--- config.mk ---
export PLATFORM = sky130hd
export DESIGN_NAME = line_pattern_matcher_top
export DESIGN_NICKNAME = d
export VERILOG_FILES = /design/src/design/lpm_pkg.sv /design/src/design/lpm_cell.sv /design/src/design/lpm_pat_loader.sv /design/src/design/lpm_line_ctrl.sv /design/src/design/line_pattern_matcher_top.sv
export SDC_FILE = /design/constraint.sdc
export NUM_CORES = 2
export LEC_CHECK = 0
export ABC_AREA = 1
export BUFFER_PORTS_ARGS = -buffer_cell sky130_fd_sc_hd__buf_2
export CAP_MARGIN = 20
export CORE_ASPECT_RATIO = 0.8
export CORE_MARGIN = 8
export CORE_UTILIZATION = 50
export CTS_CLUSTER_SIZE = 30
export DETAILED_ROUTE_END_ITERATION = 8
export PLACE_DENSITY = 0.65
export SLEW_MARGIN = 20
export SYNTH_ARGS = -nofsm -noshare
export SYNTH_HDL_FRONTEND = slang
export SYNTH_SLANG_ARGS = --single-unit
--- constraint.sdc ---
create_clock -name i_clk -period 24 [get_ports i_clk]
set_input_delay 1.2 -clock i_clk [delete_from_list [all_inputs] [get_ports i_clk]]
set_output_delay 1.2 -clock i_clk [all_outputs]
set_load 0.05 [all_outputs]
--- src/design/lpm_pkg.sv ---
// Shared types, constants and byte helpers for the line pattern matcher.
// Used by every design module but the checker, and by the bench; depends on nothing.
package lpm_pkg;

    localparam int PATTERN_MAX = 64;
    localparam int LEN_W       = $clog2(PATTERN_MAX + 1);
    localparam int PIDX_W      = (PATTERN_MAX > 1) ? $clog2(PATTERN_MAX) : 1;
    localparam int NCELL       = PATTERN_MAX + 1;

    localparam logic [7:0]  NEWLINE     = 8'd10;
    localparam logic [7:0]  CH_DOT      = 8'h2E;
    localparam logic [7:0]  UPPER_A     = 8'd65;
    localparam logic [7:0]  UPPER_Z     = 8'd90;
    localparam logic [7:0]  LOWER_A     = 8'd97;
    localparam logic [7:0]  LOWER_Z     = 8'd122;
    localparam logic [7:0]  UNDERSCORE  = 8'd95;
    localparam logic [7:0]  CASE_GAP    = 8'd32;
    localparam logic [15:0] COUNT_MAX   = 16'hFFFF;
    localparam logic [15:0] LINEPOS_MAX = 16'hFFFF;

    typedef enum logic [1:0] {
        OP_LOAD = 2'd0,
        OP_TEXT = 2'd1,
        OP_FILE = 2'd2,
        OP_NONE = 2'd3
    } t_opcode;

    localparam logic [2:0] CFG_CASE_INSENSITIVE = 3'd0;
    localparam logic [2:0] CFG_WHOLE_WORD       = 3'd1;
    localparam logic [2:0] CFG_INVERT_MATCH     = 3'd2;
    localparam logic [2:0] CFG_ANCHOR_START     = 3'd3;
    localparam logic [2:0] CFG_ANCHOR_END       = 3'd4;
    localparam logic [2:0] CFG_DOT_WILDCARD     = 3'd5;
    localparam logic [2:0] CFG_PATTERN_LENGTH   = 3'd6;
    localparam logic [2:0] CFG_MAX_COUNT        = 3'd7;

    typedef enum logic [2:0] {
        K_BYTE = 3'b001,
        K_LINE = 3'b010,
        K_FILE = 3'b100
    } t_kind;

    typedef struct packed {
        logic        case_insensitive;
        logic        whole_word;
        logic        invert_match;
        logic        anchor_start;
        logic        anchor_end;
        logic        dot_wildcard;
        logic [6:0]  pattern_length;
        logic [15:0] max_count;
    } t_cfg;

    // One beat handed from the cell row to the line controller.
    typedef struct packed {
        t_kind            kind;
        logic [NCELL-1:0] hit;
        logic [NCELL-1:0] bword;
        logic             gate;
        logic             wchk;
        logic             word;
    } t_a_beat;

    typedef struct packed {
        logic busy;
        logic active;
    } t_pat_status;

    function automatic logic is_word(input logic [7:0] c);
        return (c >= UPPER_A && c <= UPPER_Z) || c == UNDERSCORE ||
               (c >= LOWER_A && c <= LOWER_Z);
    endfunction

    function automatic logic [7:0] fold(input logic [7:0] c);
        return (c >= UPPER_A && c <= UPPER_Z) ? c + CASE_GAP : c;
    endfunction

    function automatic logic bytes_equal(input logic [7:0] p, input logic [7:0] t,
                                         input logic dot, input logic ci);
        logic eq;
        if (dot && p == CH_DOT) begin
            eq = 1'b1;
        end else if (ci) begin
            eq = (fold(p) == fold(t));
        end else begin
            eq = (p == t);
        end
        return eq;
    endfunction

    function automatic logic [LEN_W-1:0] eff_len(input logic [6:0] pl);
        logic [LEN_W-1:0] r;
        if (32'(pl) > PATTERN_MAX) begin
            r = LEN_W'(PATTERN_MAX);
        end else begin
            r = LEN_W'(pl);
        end
        return r;
    endfunction

endpackage

--- src/design/lpm_cell.sv ---
// One cell of the matcher row: a window byte, an aligned pattern byte and
// the comparison for its position. Depends on lpm_pkg.
module lpm_cell (
    input  logic                     i_clk,
    input  logic                     i_rst_n,
    input  logic [lpm_pkg::LEN_W-1:0] i_index,
    input  logic [lpm_pkg::LEN_W-1:0] i_len,
    input  lpm_pkg::t_cfg            i_cfg,
    input  logic                     i_win_clear,
    input  logic                     i_win_shift,
    input  logic [7:0]               i_win_in,
    output logic [7:0]               o_win,
    input  logic                     i_eval_shift,
    input  logic                     i_pat_shift,
    input  logic [7:0]               i_pat_in,
    output logic [7:0]               o_pat,
    output logic                     o_hit,
    output logic                     o_bword
);
    import lpm_pkg::*;

    logic [7:0] r_win;
    logic [7:0] r_pat;
    logic [7:0] eval_byte;

    always_ff @(posedge i_clk) begin
        if (!i_rst_n) begin
            r_win <= 8'd0;
        end else if (i_win_clear) begin
            r_win <= 8'd0;
        end else if (i_win_shift) begin
            r_win <= i_win_in;
        end
    end

    always_ff @(posedge i_clk) begin
        if (i_pat_shift) begin
            r_pat <= i_pat_in;
        end
    end

    // A text byte is judged on the window as it will be after the shift;
    // a newline is judged on the window as it stands.
    assign eval_byte = i_eval_shift ? i_win_in : r_win;

    assign o_hit   = (i_index >= i_len) ||
                     bytes_equal(r_pat, eval_byte, i_cfg.dot_wildcard, i_cfg.case_insensitive);
    assign o_bword = (i_index == i_len) && is_word(eval_byte);
    assign o_win   = r_win;
    assign o_pat   = r_pat;

endmodule

--- src/design/lpm_pat_loader.sv ---
// Pattern store and the sweep that copies it, reversed and aligned to the
// pattern length, into the cell row. Depends on lpm_pkg.
module lpm_pat_loader (
    input  logic                      i_clk,
    input  logic                      i_rst_n,
    input  logic                      i_wr_en,
    input  logic [lpm_pkg::PIDX_W-1:0] i_wr_addr,
    input  logic [7:0]                i_wr_data,
    input  logic                      i_mark,
    input  logic [lpm_pkg::LEN_W-1:0]  i_len,
    output lpm_pkg::t_pat_status      o_status,
    output logic                      o_shift,
    output logic [7:0]                o_shift_data
);
    import lpm_pkg::*;

    logic [7:0]       r_mem [PATTERN_MAX];
    logic [7:0]       r_rd_data;
    logic [LEN_W-1:0] r_cnt;
    logic             r_dirty;
    logic             r_active;
    logic             r_rd_valid;

    always_ff @(posedge i_clk) begin
        if (i_wr_en) begin
            r_mem[i_wr_addr] <= i_wr_data;
        end
        r_rd_data <= r_mem[r_cnt[PIDX_W-1:0]];
    end

    // Any store write or length change invalidates the copy in the row and
    // restarts the sweep from entry zero.
    always_ff @(posedge i_clk) begin
        if (!i_rst_n) begin
            r_dirty    <= 1'b0;
            r_active   <= 1'b0;
            r_rd_valid <= 1'b0;
            r_cnt      <= '0;
        end else if (i_mark) begin
            r_dirty    <= 1'b1;
            r_active   <= 1'b0;
            r_rd_valid <= 1'b0;
        end else if (r_dirty && !r_active) begin
            r_dirty    <= 1'b0;
            r_active   <= 1'b1;
            r_rd_valid <= 1'b0;
            r_cnt      <= '0;
        end else if (r_active) begin
            if (r_cnt < i_len) begin
                r_cnt      <= r_cnt + LEN_W'(1);
                r_rd_valid <= 1'b1;
            end else begin
                r_rd_valid <= 1'b0;
                if (!r_rd_valid) begin
                    r_active <= 1'b0;
                end
            end
        end
    end

    assign o_status.busy   = r_dirty || r_active;
    assign o_status.active = r_active;
    assign o_shift         = r_rd_valid && r_active;
    assign o_shift_data    = r_rd_data;

endmodule

--- src/design/lpm_line_ctrl.sv ---
// Per-line match state, file counters and the result register.
// Reduces the cell row's hit vectors; depends on lpm_pkg.
module lpm_line_ctrl (
    input  logic                     i_clk,
    input  logic                     i_rst_n,
    input  lpm_pkg::t_cfg            i_cfg,
    input  logic [lpm_pkg::LEN_W-1:0] i_len,
    input  logic                     i_a_valid,
    input  lpm_pkg::t_a_beat         i_a,
    output logic                     o_take,
    output logic                     o_out_valid,
    input  logic                     i_out_stall,
    output logic                     o_line_selected,
    output logic                     o_line_emitted,
    output logic [31:0]              o_line_number,
    output logic [31:0]              o_line_offset,
    output logic [15:0]              o_emitted_total
);
    import lpm_pkg::*;

    logic        r_match_found, n_match_found;
    logic        r_word_end_pending, n_word_end_pending;
    logic [31:0] r_lines_seen, n_lines_seen;
    logic [31:0] r_bytes_seen, n_bytes_seen;
    logic [31:0] r_line_start, n_line_start;
    logic [15:0] r_emitted_count, n_emitted_count;
    logic        r_out_valid;
    logic        r_sel, r_emit;
    logic [31:0] r_number, r_offset;
    logic [15:0] r_total;
    logic        cand, hit_ok, found, selected, emitted;

    assign o_take = i_a_valid && (i_a.kind != K_LINE || !r_out_valid || !i_out_stall);

    assign cand   = (&i_a.hit) && i_a.gate && !(i_a.wchk && (|i_a.bword));
    assign hit_ok = (i_len != '0) && !i_cfg.anchor_end && cand;

    always_comb begin
        n_match_found      = r_match_found;
        n_word_end_pending = r_word_end_pending;
        n_lines_seen       = r_lines_seen;
        n_bytes_seen       = r_bytes_seen;
        n_line_start       = r_line_start;
        n_emitted_count    = r_emitted_count;
        found              = 1'b0;
        selected           = 1'b0;
        emitted            = 1'b0;
        unique case (i_a.kind)
            K_BYTE: begin
                // A whole-word match closes on a non-word byte or the newline.
                n_match_found = r_match_found || (r_word_end_pending && !i_a.word) ||
                                (hit_ok && !i_cfg.whole_word);
                n_word_end_pending = hit_ok && i_cfg.whole_word;
                n_bytes_seen       = r_bytes_seen + 32'd1;
            end
            K_LINE: begin
                if (i_len == '0) begin
                    found = 1'b1;
                end else if (i_cfg.anchor_end) begin
                    found = cand;
                end else begin
                    found = r_match_found || r_word_end_pending;
                end
                selected = found ^ i_cfg.invert_match;
                emitted  = selected && (i_cfg.max_count == COUNT_MAX ||
                                        r_emitted_count < i_cfg.max_count);
                if (emitted && r_emitted_count != COUNT_MAX) begin
                    n_emitted_count = r_emitted_count + 16'd1;
                end
                n_bytes_seen       = r_bytes_seen + 32'd1;
                n_lines_seen       = r_lines_seen + 32'd1;
                n_line_start       = r_bytes_seen + 32'd1;
                n_match_found      = 1'b0;
                n_word_end_pending = 1'b0;
            end
            K_FILE: begin
                n_match_found      = 1'b0;
                n_word_end_pending = 1'b0;
                n_lines_seen       = 32'd0;
                n_bytes_seen       = 32'd0;
                n_line_start       = 32'd0;
                n_emitted_count    = 16'd0;
            end
            default: begin
            end
        endcase
    end

    always_ff @(posedge i_clk) begin
        if (!i_rst_n) begin
            r_match_found      <= 1'b0;
            r_word_end_pending <= 1'b0;
            r_lines_seen       <= 32'd0;
            r_bytes_seen       <= 32'd0;
            r_line_start       <= 32'd0;
            r_emitted_count    <= 16'd0;
        end else if (o_take) begin
            r_match_found      <= n_match_found;
            r_word_end_pending <= n_word_end_pending;
            r_lines_seen       <= n_lines_seen;
            r_bytes_seen       <= n_bytes_seen;
            r_line_start       <= n_line_start;
            r_emitted_count    <= n_emitted_count;
        end
    end

    always_ff @(posedge i_clk) begin
        if (!i_rst_n) begin
            r_out_valid <= 1'b0;
        end else if (o_take && i_a.kind == K_LINE) begin
            r_out_valid <= 1'b1;
        end else if (!i_out_stall) begin
            r_out_valid <= 1'b0;
        end
    end

    always_ff @(posedge i_clk) begin
        if (o_take && i_a.kind == K_LINE) begin
            r_sel    <= selected;
            r_emit   <= emitted;
            r_number <= r_lines_seen + 32'd1;
            r_offset <= r_line_start;
            r_total  <= n_emitted_count;
        end
    end

    assign o_out_valid     = r_out_valid;
    assign o_line_selected = r_sel;
    assign o_line_emitted  = r_emit;
    assign o_line_number   = r_number;
    assign o_line_offset   = r_offset;
    assign o_emitted_total = r_total;

endmodule

--- src/design/line_pattern_matcher_top.sv ---
// A newline beat passes the beat register; once the line controller takes
// it, its result is registered at the output, where a stalled output holds
// it and the row waits behind it. Throughput: one beat per cycle when the
// input is not stalled; the cell row compares every pattern byte with the
// window as each text byte arrives. After a pattern load or pattern_length
// write, the next text beat waits while the store is swept into the row.
// Reset (synchronous, active low) resets config, window and counters.
module line_pattern_matcher_top (
    input  logic        i_clk,
    input  logic        i_rst_n,
    input  logic        i_cfg_we,
    input  logic [2:0]  i_cfg_index,
    input  logic [15:0] i_cfg_data,
    input  logic        i_in_valid,
    output logic        o_in_stall,
    input  logic [1:0]  i_opcode,
    input  logic [7:0]  i_byte_value,
    input  logic [5:0]  i_pattern_index,
    output logic        o_out_valid,
    input  logic        i_out_stall,
    output logic        o_line_selected,
    output logic        o_line_emitted,
    output logic [31:0] o_line_number,
    output logic [31:0] o_line_offset,
    output logic [15:0] o_emitted_total
);
    import lpm_pkg::*;

    t_cfg             r_cfg;
    logic [15:0]      r_line_pos;
    logic             r_a_valid;
    t_a_beat          r_a;
    t_a_beat          n_a;
    t_pat_status      pat_st;
    logic [LEN_W-1:0] len;
    logic             in_acc, a_free, take;
    logic             is_text, is_file, is_load, is_nl;
    logic             win_shift, win_clear, pat_shift, mark, wr_en;
    logic [7:0]       pat_data;
    logic [15:0]      pos_ev, len16;
    logic [7:0]       win [NCELL];
    logic [7:0]       pat [NCELL];
    logic [NCELL-1:0] hit, bword;

    assign len     = eff_len(r_cfg.pattern_length);
    assign is_text = (i_opcode == OP_TEXT);
    assign is_file = (i_opcode == OP_FILE);
    assign is_load = (i_opcode == OP_LOAD);
    assign is_nl   = (i_byte_value == NEWLINE);

    assign a_free     = !r_a_valid || take;
    assign o_in_stall = !a_free || (is_text && pat_st.busy) || (is_load && pat_st.active);
    assign in_acc     = i_in_valid && !o_in_stall;

    assign win_shift = in_acc && is_text && !is_nl;
    assign win_clear = in_acc && is_file;
    assign mark      = (in_acc && is_load) || (i_cfg_we && i_cfg_index == CFG_PATTERN_LENGTH);
    assign wr_en     = in_acc && is_load && (32'(i_pattern_index) < PATTERN_MAX);

    always_ff @(posedge i_clk) begin
        if (!i_rst_n) begin
            r_cfg.case_insensitive <= 1'b0;
            r_cfg.whole_word       <= 1'b0;
            r_cfg.invert_match     <= 1'b0;
            r_cfg.anchor_start     <= 1'b0;
            r_cfg.anchor_end       <= 1'b0;
            r_cfg.dot_wildcard     <= 1'b0;
            r_cfg.pattern_length   <= 7'd0;
            r_cfg.max_count        <= COUNT_MAX;
        end else if (i_cfg_we) begin
            unique case (i_cfg_index)
                CFG_CASE_INSENSITIVE: r_cfg.case_insensitive <= i_cfg_data[0];
                CFG_WHOLE_WORD:       r_cfg.whole_word       <= i_cfg_data[0];
                CFG_INVERT_MATCH:     r_cfg.invert_match     <= i_cfg_data[0];
                CFG_ANCHOR_START:     r_cfg.anchor_start     <= i_cfg_data[0];
                CFG_ANCHOR_END:       r_cfg.anchor_end       <= i_cfg_data[0];
                CFG_DOT_WILDCARD:     r_cfg.dot_wildcard     <= i_cfg_data[0];
                CFG_PATTERN_LENGTH:   r_cfg.pattern_length   <= i_cfg_data[6:0];
                CFG_MAX_COUNT:        r_cfg.max_count        <= i_cfg_data;
            endcase
        end
    end

    lpm_pat_loader u_loader (
        .i_clk        (i_clk),
        .i_rst_n      (i_rst_n),
        .i_wr_en      (wr_en),
        .i_wr_addr    (PIDX_W'(i_pattern_index)),
        .i_wr_data    (i_byte_value),
        .i_mark       (mark),
        .i_len        (len),
        .o_status     (pat_st),
        .o_shift      (pat_shift),
        .o_shift_data (pat_data)
    );

    // Cell k holds window byte k and pattern byte len-1-k; the last cell
    // holds the byte pushed out of the window, needed for the word check.
    for (genvar k = 0; k < NCELL; k++) begin : g_cell
        lpm_cell u_cell (
            .i_clk        (i_clk),
            .i_rst_n      (i_rst_n),
            .i_index      (LEN_W'(k)),
            .i_len        (len),
            .i_cfg        (r_cfg),
            .i_win_clear  (win_clear),
            .i_win_shift  (win_shift),
            .i_win_in     ((k == 0) ? i_byte_value : win[(k == 0) ? 0 : k - 1]),
            .o_win        (win[k]),
            .i_eval_shift (!is_nl),
            .i_pat_shift  (pat_shift),
            .i_pat_in     ((k == 0) ? pat_data : pat[(k == 0) ? 0 : k - 1]),
            .o_pat        (pat[k]),
            .o_hit        (hit[k]),
            .o_bword      (bword[k])
        );
    end

    always_ff @(posedge i_clk) begin
        if (!i_rst_n) begin
            r_line_pos <= 16'd0;
        end else if (in_acc && is_text) begin
            if (is_nl) begin
                r_line_pos <= 16'd0;
            end else if (r_line_pos != LINEPOS_MAX) begin
                r_line_pos <= r_line_pos + 16'd1;
            end
        end else if (in_acc && is_file) begin
            r_line_pos <= 16'd0;
        end
    end

    assign len16  = 16'(len);
    assign pos_ev = is_nl ? r_line_pos :
                    ((r_line_pos == LINEPOS_MAX) ? LINEPOS_MAX : r_line_pos + 16'd1);

    always_comb begin
        n_a.kind  = is_file ? K_FILE : (is_nl ? K_LINE : K_BYTE);
        n_a.hit   = hit;
        n_a.bword = bword;
        n_a.gate  = (pos_ev >= len16) && (!r_cfg.anchor_start || pos_ev == len16);
        n_a.wchk  = r_cfg.whole_word && (pos_ev > len16);
        n_a.word  = is_word(i_byte_value);
    end

    always_ff @(posedge i_clk) begin
        if (!i_rst_n) begin
            r_a_valid <= 1'b0;
        end else if (a_free) begin
            r_a_valid <= in_acc && (is_text || is_file);
        end
    end

    always_ff @(posedge i_clk) begin
        if (a_free && in_acc) begin
            r_a <= n_a;
        end
    end

    lpm_line_ctrl u_line (
        .i_clk           (i_clk),
        .i_rst_n         (i_rst_n),
        .i_cfg           (r_cfg),
        .i_len           (len),
        .i_a_valid       (r_a_valid),
        .i_a             (r_a),
        .o_take          (take),
        .o_out_valid     (o_out_valid),
        .i_out_stall     (i_out_stall),
        .o_line_selected (o_line_selected),
        .o_line_emitted  (o_line_emitted),
        .o_line_number   (o_line_number),
        .o_line_offset   (o_line_offset),
        .o_emitted_total (o_emitted_total)
    );

endmodule

== Yosys cells after proc, flatten, opt, wreduce, memory -nomap -nowiden ==
Memory sizes are Yosys's and may differ from the RTL's. A register that Yosys moved wholly into a read port is not among the register bits.
Index checks and enable logic that the tools add are counted.
Word-level totals
  register bits: 1429
  bits in writable memories: 512
  input port bits: 40
  output and inout bits: 84
  logic and storage cells: 2074
  memories kept: 1
Memory list
  u_loader.r_mem: words 64, width 8, read ports 1, clocked after memory_dff 1, write ports 1, RTL line lpm_pat_loader.sv:17  | logic [7:0] r_mem [PATTERN_MAX];
Cells by class
  add/subtract/negate cells: 135
  magnitude comparators: 464
  equal/unequal tests: 346
  multiplexer cells: 357
  bitwise gates (word level): 3
  reduce and logical (&&, ||, !) cells: 606
Operator list (number)
  $ge 8x7->1 const B: 197
  $le 8x7->1 const B: 197
  $mux 8: 195
  $add 8x6->8 const B: 130
  $eq 8x8->1: 130
  $eq 8x7->1 const B: 66
  $eq 8x6->1 const B: 65
  $logic_and 1x1->1: 353
  $eq 6x7->1 const A: 32
  $ge 6x7->1 const A: 32
  $logic_or 1x1->1: 210
  $pmux 32 s2: 3
  $mux 1: 144
  $eq 5x7->1 const A: 16
  $ge 5x7->1 const A: 16
  $mux 16: 7
  $reduce_and 65->1: 1
  $reduce_or 65->1: 1
  $add 32x1->32 const B: 2
  $eq 4x7->1 const A: 8
  $ge 4x7->1 const A: 8
  $add 16x1->16 const B: 2
  $eq 16x16->1 const B: 2
  $ne 16x16->1 const B: 2
  39 further kinds: 92

== Logic depth before layout (Yosys ltp) ==
  word-level depth: 14
  mapped depth: 25
  depth with buffers taken out: 21

== Cells and area by module ==
Synthesis repeated with hierarchy kept, for this count alone.
Second synthesis, totals
  cell total of the unflattened synthesis: 16901
  area, all modules: 127000.6 um2
Modules (own cells, without submodules)
  lpm_cell: instances 65, cells each 203, area each 1361.3 um2, seq. area each 400.4 um2
  lpm_pat_loader: instances 1, cells each 1927, area each 21988.6 um2, seq. area each 15735.1 um2
  lpm_line_ctrl: instances 1, cells each 1194, area each 9605.5 um2, seq. area each 4764.6 um2
  line_pattern_matcher_top: instances 1, cells each 585, area each 6921.6 um2, seq. area each 5004.8 um2

== Worst setup path after synthesis ==
OpenSTA, ideal clock, no wires.
  path kind: reg-to-reg
  start point: register u_loader.r_active
  end point: register g_cell[0].u_cell.r_pat[0], enable pin
  library setup time: 0.861 ns
  arrival time: 10.357 ns
  required time: 23.139 ns
  slack: 12.782 ns
  stages on the path, launching flop included: 3
  path buffers: 0
  period minus slack after synthesis: 11.218 ns
  cells stage by stage: dfxtp_1 -> nand2_1 -> inv_1
On the way
  word-level cells in the longest chain between the ends: 1
RTL lines
  start: declaration: RTL line lpm_pat_loader.sv:21  | logic r_active;
  start signal: assignment: RTL line lpm_pat_loader.sv:36  | r_active <= 1'b0;
  start signal: assignment: RTL line lpm_pat_loader.sv:41  | r_active <= 1'b0;
  start signal: assignment: RTL line lpm_pat_loader.sv:45  | r_active <= 1'b1;
  $logic_and 1x1->1: RTL line lpm_pat_loader.sv:63  | assign o_shift = r_rd_valid && r_active;
  via g_cell[0].u_cell.i_pat_shift: RTL line lpm_cell.sv:14  | input logic i_pat_shift,
  end signal: assignment: RTL line lpm_cell.sv:38  | r_pat <= i_pat_in;
  end: declaration: RTL line lpm_cell.sv:23  | logic [7:0] r_pat;
The timed path passes the listed nets, and every way through them passes these cells.
A chain may end at the register's enable or synchronous reset.

== Worst setup path in the final report ==
  start point: input i_byte_value[7]
  end point: register r_a[127] (netlist bit), data pin
On the way
  word-level cells in the longest chain between the ends: 9
  elaborated cells on any way between the ends: 12
  those cells by class: add/sub: 1; order compare: 2; eq/ne: 3; mux: 4; reduce/logical: 2
RTL lines
  start: declaration: RTL line line_pattern_matcher_top.sv:17  | input logic [7:0] i_byte_value,
  $eq 8x4->1 *: RTL line line_pattern_matcher_top.sv:49  | assign is_nl = (i_byte_value == NEWLINE);
  $mux 8 *: RTL line lpm_cell.sv:44  | assign eval_byte = i_eval_shift ? i_win_in : r_win;
  $ge 8x7->1 or $le 8x7->1 (tied branches): RTL line lpm_pkg.sv:75  | return (c >= UPPER_A && c <= UPPER_Z) ? c + CASE_GAP : c;
  $logic_and 1x1->1: RTL line lpm_pkg.sv:75
  $mux 8: RTL line lpm_pkg.sv:75
  $eq 8x8->1: RTL line lpm_pkg.sv:84  | eq = (fold(p) == fold(t));
  $mux 1 *: RTL line lpm_pkg.sv:83  | end else if (ci) begin
  $mux 1 *: RTL line lpm_pkg.sv:81  | if (dot && p == CH_DOT) begin
  $logic_or 1x1->1 *: RTL line lpm_cell.sv:46  | assign o_hit = (i_index >= i_len) ||
  via g_cell[59].u_cell.o_hit: RTL line lpm_cell.sv:17  | output logic o_hit,
  end signal: assignment: RTL line line_pattern_matcher_top.sv:156  | r_a <= n_a;
  end: declaration: RTL line line_pattern_matcher_top.sv:32  | t_a_beat r_a;
The timed path passes the listed nets; every way through them passes the cells marked *.

==> reports/metrics.yaml <==
status: "finished clean"
finalNonFillerCells: 16928
clk_latency_ns: 0.90
syn_area_sq_um: 109000
arrival_ns: 7.02
netlist.area_leader.share_pct: 34.2
cts_made_buffers: 208
gr-total-overflow: 0
crit_required_ns: 24.57
p_leak_nw: 49.0
synth.distinct_cells: 58
fin_area_sq_um: 119000
finalHoldViolCount: 0
yosysWarningCount: 0
cts_root_buffer: "clkbuf_16"
port_buffers: 123
r2r-start: "r_a[134]"
slew_headroom_pct: 23.2
num_vias: 99668
max_slew.worst_pin.slew_ns: 1.15
critPathLaunch: "i_byte_value[7]"
grt_pass1_wl_mm: 543
vias_per_cell: 5.89
path_class: "input port to flop"
async_reset_ff_share_pct: 0
hold_path.class: "flop to flop"
synth_top_cells_by_area: "edfxtp_1 34%, dfxtp_1 13%, nand2_1 11%"
synth-seq-area-share_pct: 47.0
avgSynthCellArea_sq_um: 7.81
wirelength_mm: 356
yosysTopAreaCell: "edfxtp_1"
finClkSkew_ns: 0.0894
rr_endpoint: "g_cell[14].u_cell.o_win[3]"
crit_path_start_kind: "input port"
fp.dieH_um: 434
ctsHoldBuffers: 0
cts_buffer_depth: 4
cap_violations: 0
rr_worst_depth: 13
first_pass_iters: 8
drive_gt1_share_pct: 5.12
setup_viol: 0
grt_pass1_vias: 90699
power_density_nw_per_um2: 64.4
synth-seq-cells: 1941
period_needed_ns: 6.45
dr.first_iter.drc_count: 12278
synth_nets: 14233
synthToLayoutAreaGrowth_pct: 9.22
post_cts_buffers: 0
place_inst: 16538
antenna_found_initial: 14
post-route-period-util_pct: 26.9
ios: 124
rows: 153
die_x_um: 538
drc_errors: 0
initial_utilization_pct: 50.3
clkTransAtPathRegs_ns: 0.06
grt_usage_pct: 29.1
path_max_fanout: 215
synth_edf_count: 1242
ff2ff_setup_slack_ns: 18.48
cts_tree: "done"
irDropWorstVdd_uv: 56.0
slew_violations: 0
synthCells: 13972
tns_ns: 0
core_sq_um: 217000
synth_top_flop_cell: "edfxtp_1"
crit_end: "r_a[127]"
final_nets: 14142
clock-sinks: 1941
grt_max_degree: 236
gp_congestion: 0.960
place_area_sq_um: 112000
dpl.hpwl_mm: 247
antenna_left: 0
max_freq_ghz: 0.155
die-area_sq_um: 233000
worst_setup_path_end_kind: "flop"
cts-resized-gates: 0
detail_route.wl_per_cell_um: 21.0
htree_levels: 4
nFillCells: 19929
rsz0062_at_grt: "no"
## registers in the layout, summed over array words and instances, names as in the netlist, 16 cells and up
name	cells
u_line.o_emitted_total	16
u_line.r_bytes_seen	32
u_line.o_line_offset	32
u_line.r_emitted_count	16
r_cfg	29
r_a	136
u_line.o_line_number	32
u_loader.r_mem	512
u_line.r_line_start	32
g_cell.u_cell.o_pat	512
u_line.r_lines_seen	32
r_line_pos	16
g_cell.u_cell.o_win	520
## synth_stat cells, drive strengths merged (57+ instances only)
master / count
clkbuf: 387
nor4: 106
inv: 1556
o21bai: 57
nand4: 358
o21ai: 1580
nand3: 1011
nand3b: 73
xor2: 431
dfxtp: 699
ha: 221
o22ai: 97
a21oi: 885
nor3: 227
nor2: 1256
edfxtp: 1242
buf: 131
nand2: 3326
a211oi: 57
## cells in the final DEF, fill, tap and decap left out, types with 23 or more instances in the layout
| cell | netlist | layout |
|---|---|---|
| buf_4 | 5 | 85 |
| nand3b_1 | 73 | 73 |
| buf_2 | 93 | 123 |
| nand4_1 | 358 | 358 |
| o21bai_1 | 57 | 57 |
| clkinv_1 | 7 | 25 |
| dfxtp_1 | 699 | 694 |
| o22ai_1 | 97 | 97 |
| ha_1 | 221 | 221 |
| inv_1 | 1544 | 1535 |
| nor4_1 | 106 | 106 |
| o21ai_2 | 109 | 109 |
| nand2_1 | 3326 | 3324 |
| o211ai_1 | 36 | 36 |
| o21ai_1 | 211 | 212 |
| edfxtp_1 | 1242 | 1242 |
| xnor2_1 | 41 | 41 |
| nand3_1 | 1011 | 1011 |
| nor2_1 | 1255 | 1247 |
| clkinv_2 | 0 | 29 |
| o21ai_0 | 1259 | 1258 |
| a211oi_1 | 57 | 57 |
| clkbuf_16 | 0 | 217 |
| a21oi_1 | 873 | 872 |
| xor2_1 | 431 | 431 |
| nor3_1 | 226 | 223 |
| bufinv_16 | 0 | 23 |
| clkbuf_1 | 387 | 44 |
| o221ai_1 | 51 | 51 |
## report_power, final
group	internal (W)	switching [W]
registers	0.00360	0.0000579
clock network	0.00197	0.00140
logic	0.000173	0.000478
## kinds of logic after synthesis
kind of cell,count (synthesis),share of synthesized area [%]
buffers and inverters,2081,7.34
adder cells (fa/ha/maj),221,2.53
multiplexers,1,0.00918
AND/OR/NAND/NOR,6395,24.9
other,1,0.00344
AO/OA/AOI/OAI,2860,14.4
flip-flops,1941,47.0
XOR/XNOR,472,3.79
## worst min path at each step
stage / from / to / slack, ns / cells after the start
finish: u_loader.o_shift_data[7] / g_cell[0].u_cell.o_pat[7] / 0.40 / 0
global route: u_loader.o_shift_data[4] / g_cell[0].u_cell.o_pat[4] / 0.42 / 0
CTS: u_loader.o_shift_data[4] / g_cell[0].u_cell.o_pat[4] / 0.41 / 0
detailed placement: u_loader.o_shift_data[4] / g_cell[0].u_cell.o_pat[4] / 0.39 / 0
global placement: u_loader.o_shift_data[5] / g_cell[0].u_cell.o_pat[5] / 0.39 / 0
floorplan: u_loader.o_shift_data[0] / g_cell[0].u_cell.o_pat[0] / 0.39 / 0
## final cells by class
class                   count  area [sq um]  area share, %
inverters                1563          5900           4.96
well taps                2867          3590           3.01
multi-input cells        9950         49900           41.9
diodes                     10          25.0         0.0210
repair buffers            217          1430           1.20
clock inverters            97          1130          0.945
flip-flops and latches   1941         51300           43.1
clock buffers             283          5890           4.94
## critical path, stage by stage
cell     delay [ns]
buf_2          0.07
buf_4          0.52
inv_1          0.24
nand2_1        0.18
nor2_4         0.06
nand2_4        0.54
buf_12         0.68
buf_4          0.87
buf_12         0.61
nand2_1        0.17
o21ai_2        0.20
inv_1          0.16
ha_1           0.23
nand3_1        0.08
nand2_1        0.13
nand2_1        0.14
nand2_1        0.07
nand3_1        0.07
nor2_1         0.05
nand2_1        0.05
nand2_1        0.05
nand2_1        0.07
nand2_1        0.04
## metal layers
layer | vias up | global-route usage [%] | part of all wire [%]
met2 | 4800 | 42.7 | 41
met5 | - | 0 | 0.0073
met4 | 4 | 8.59 | 3.2
met1 | 46978 | 43.1 | 45
met3 | 690 | 5.92 | 10
li1 | 47196 | - | -
## stage by stage
stage	total power (W)	hold WS (ns)	utilization [%]	setup WS [ns]
6_report	0.00767	0.402	54.9	17.55
5_1_grt	0.00792	0.416	54.9	17.05
4_1_cts	0.00770	0.406	54.9	17.79
3_5_place_dp	0.00436	0.391	51.6	16.90
3_3_place_gp	0.00435	0.390	51.6	17.01
2_1_floorplan	0.00413	0.386	-	12.78
(Power assumes the default switching activity.)
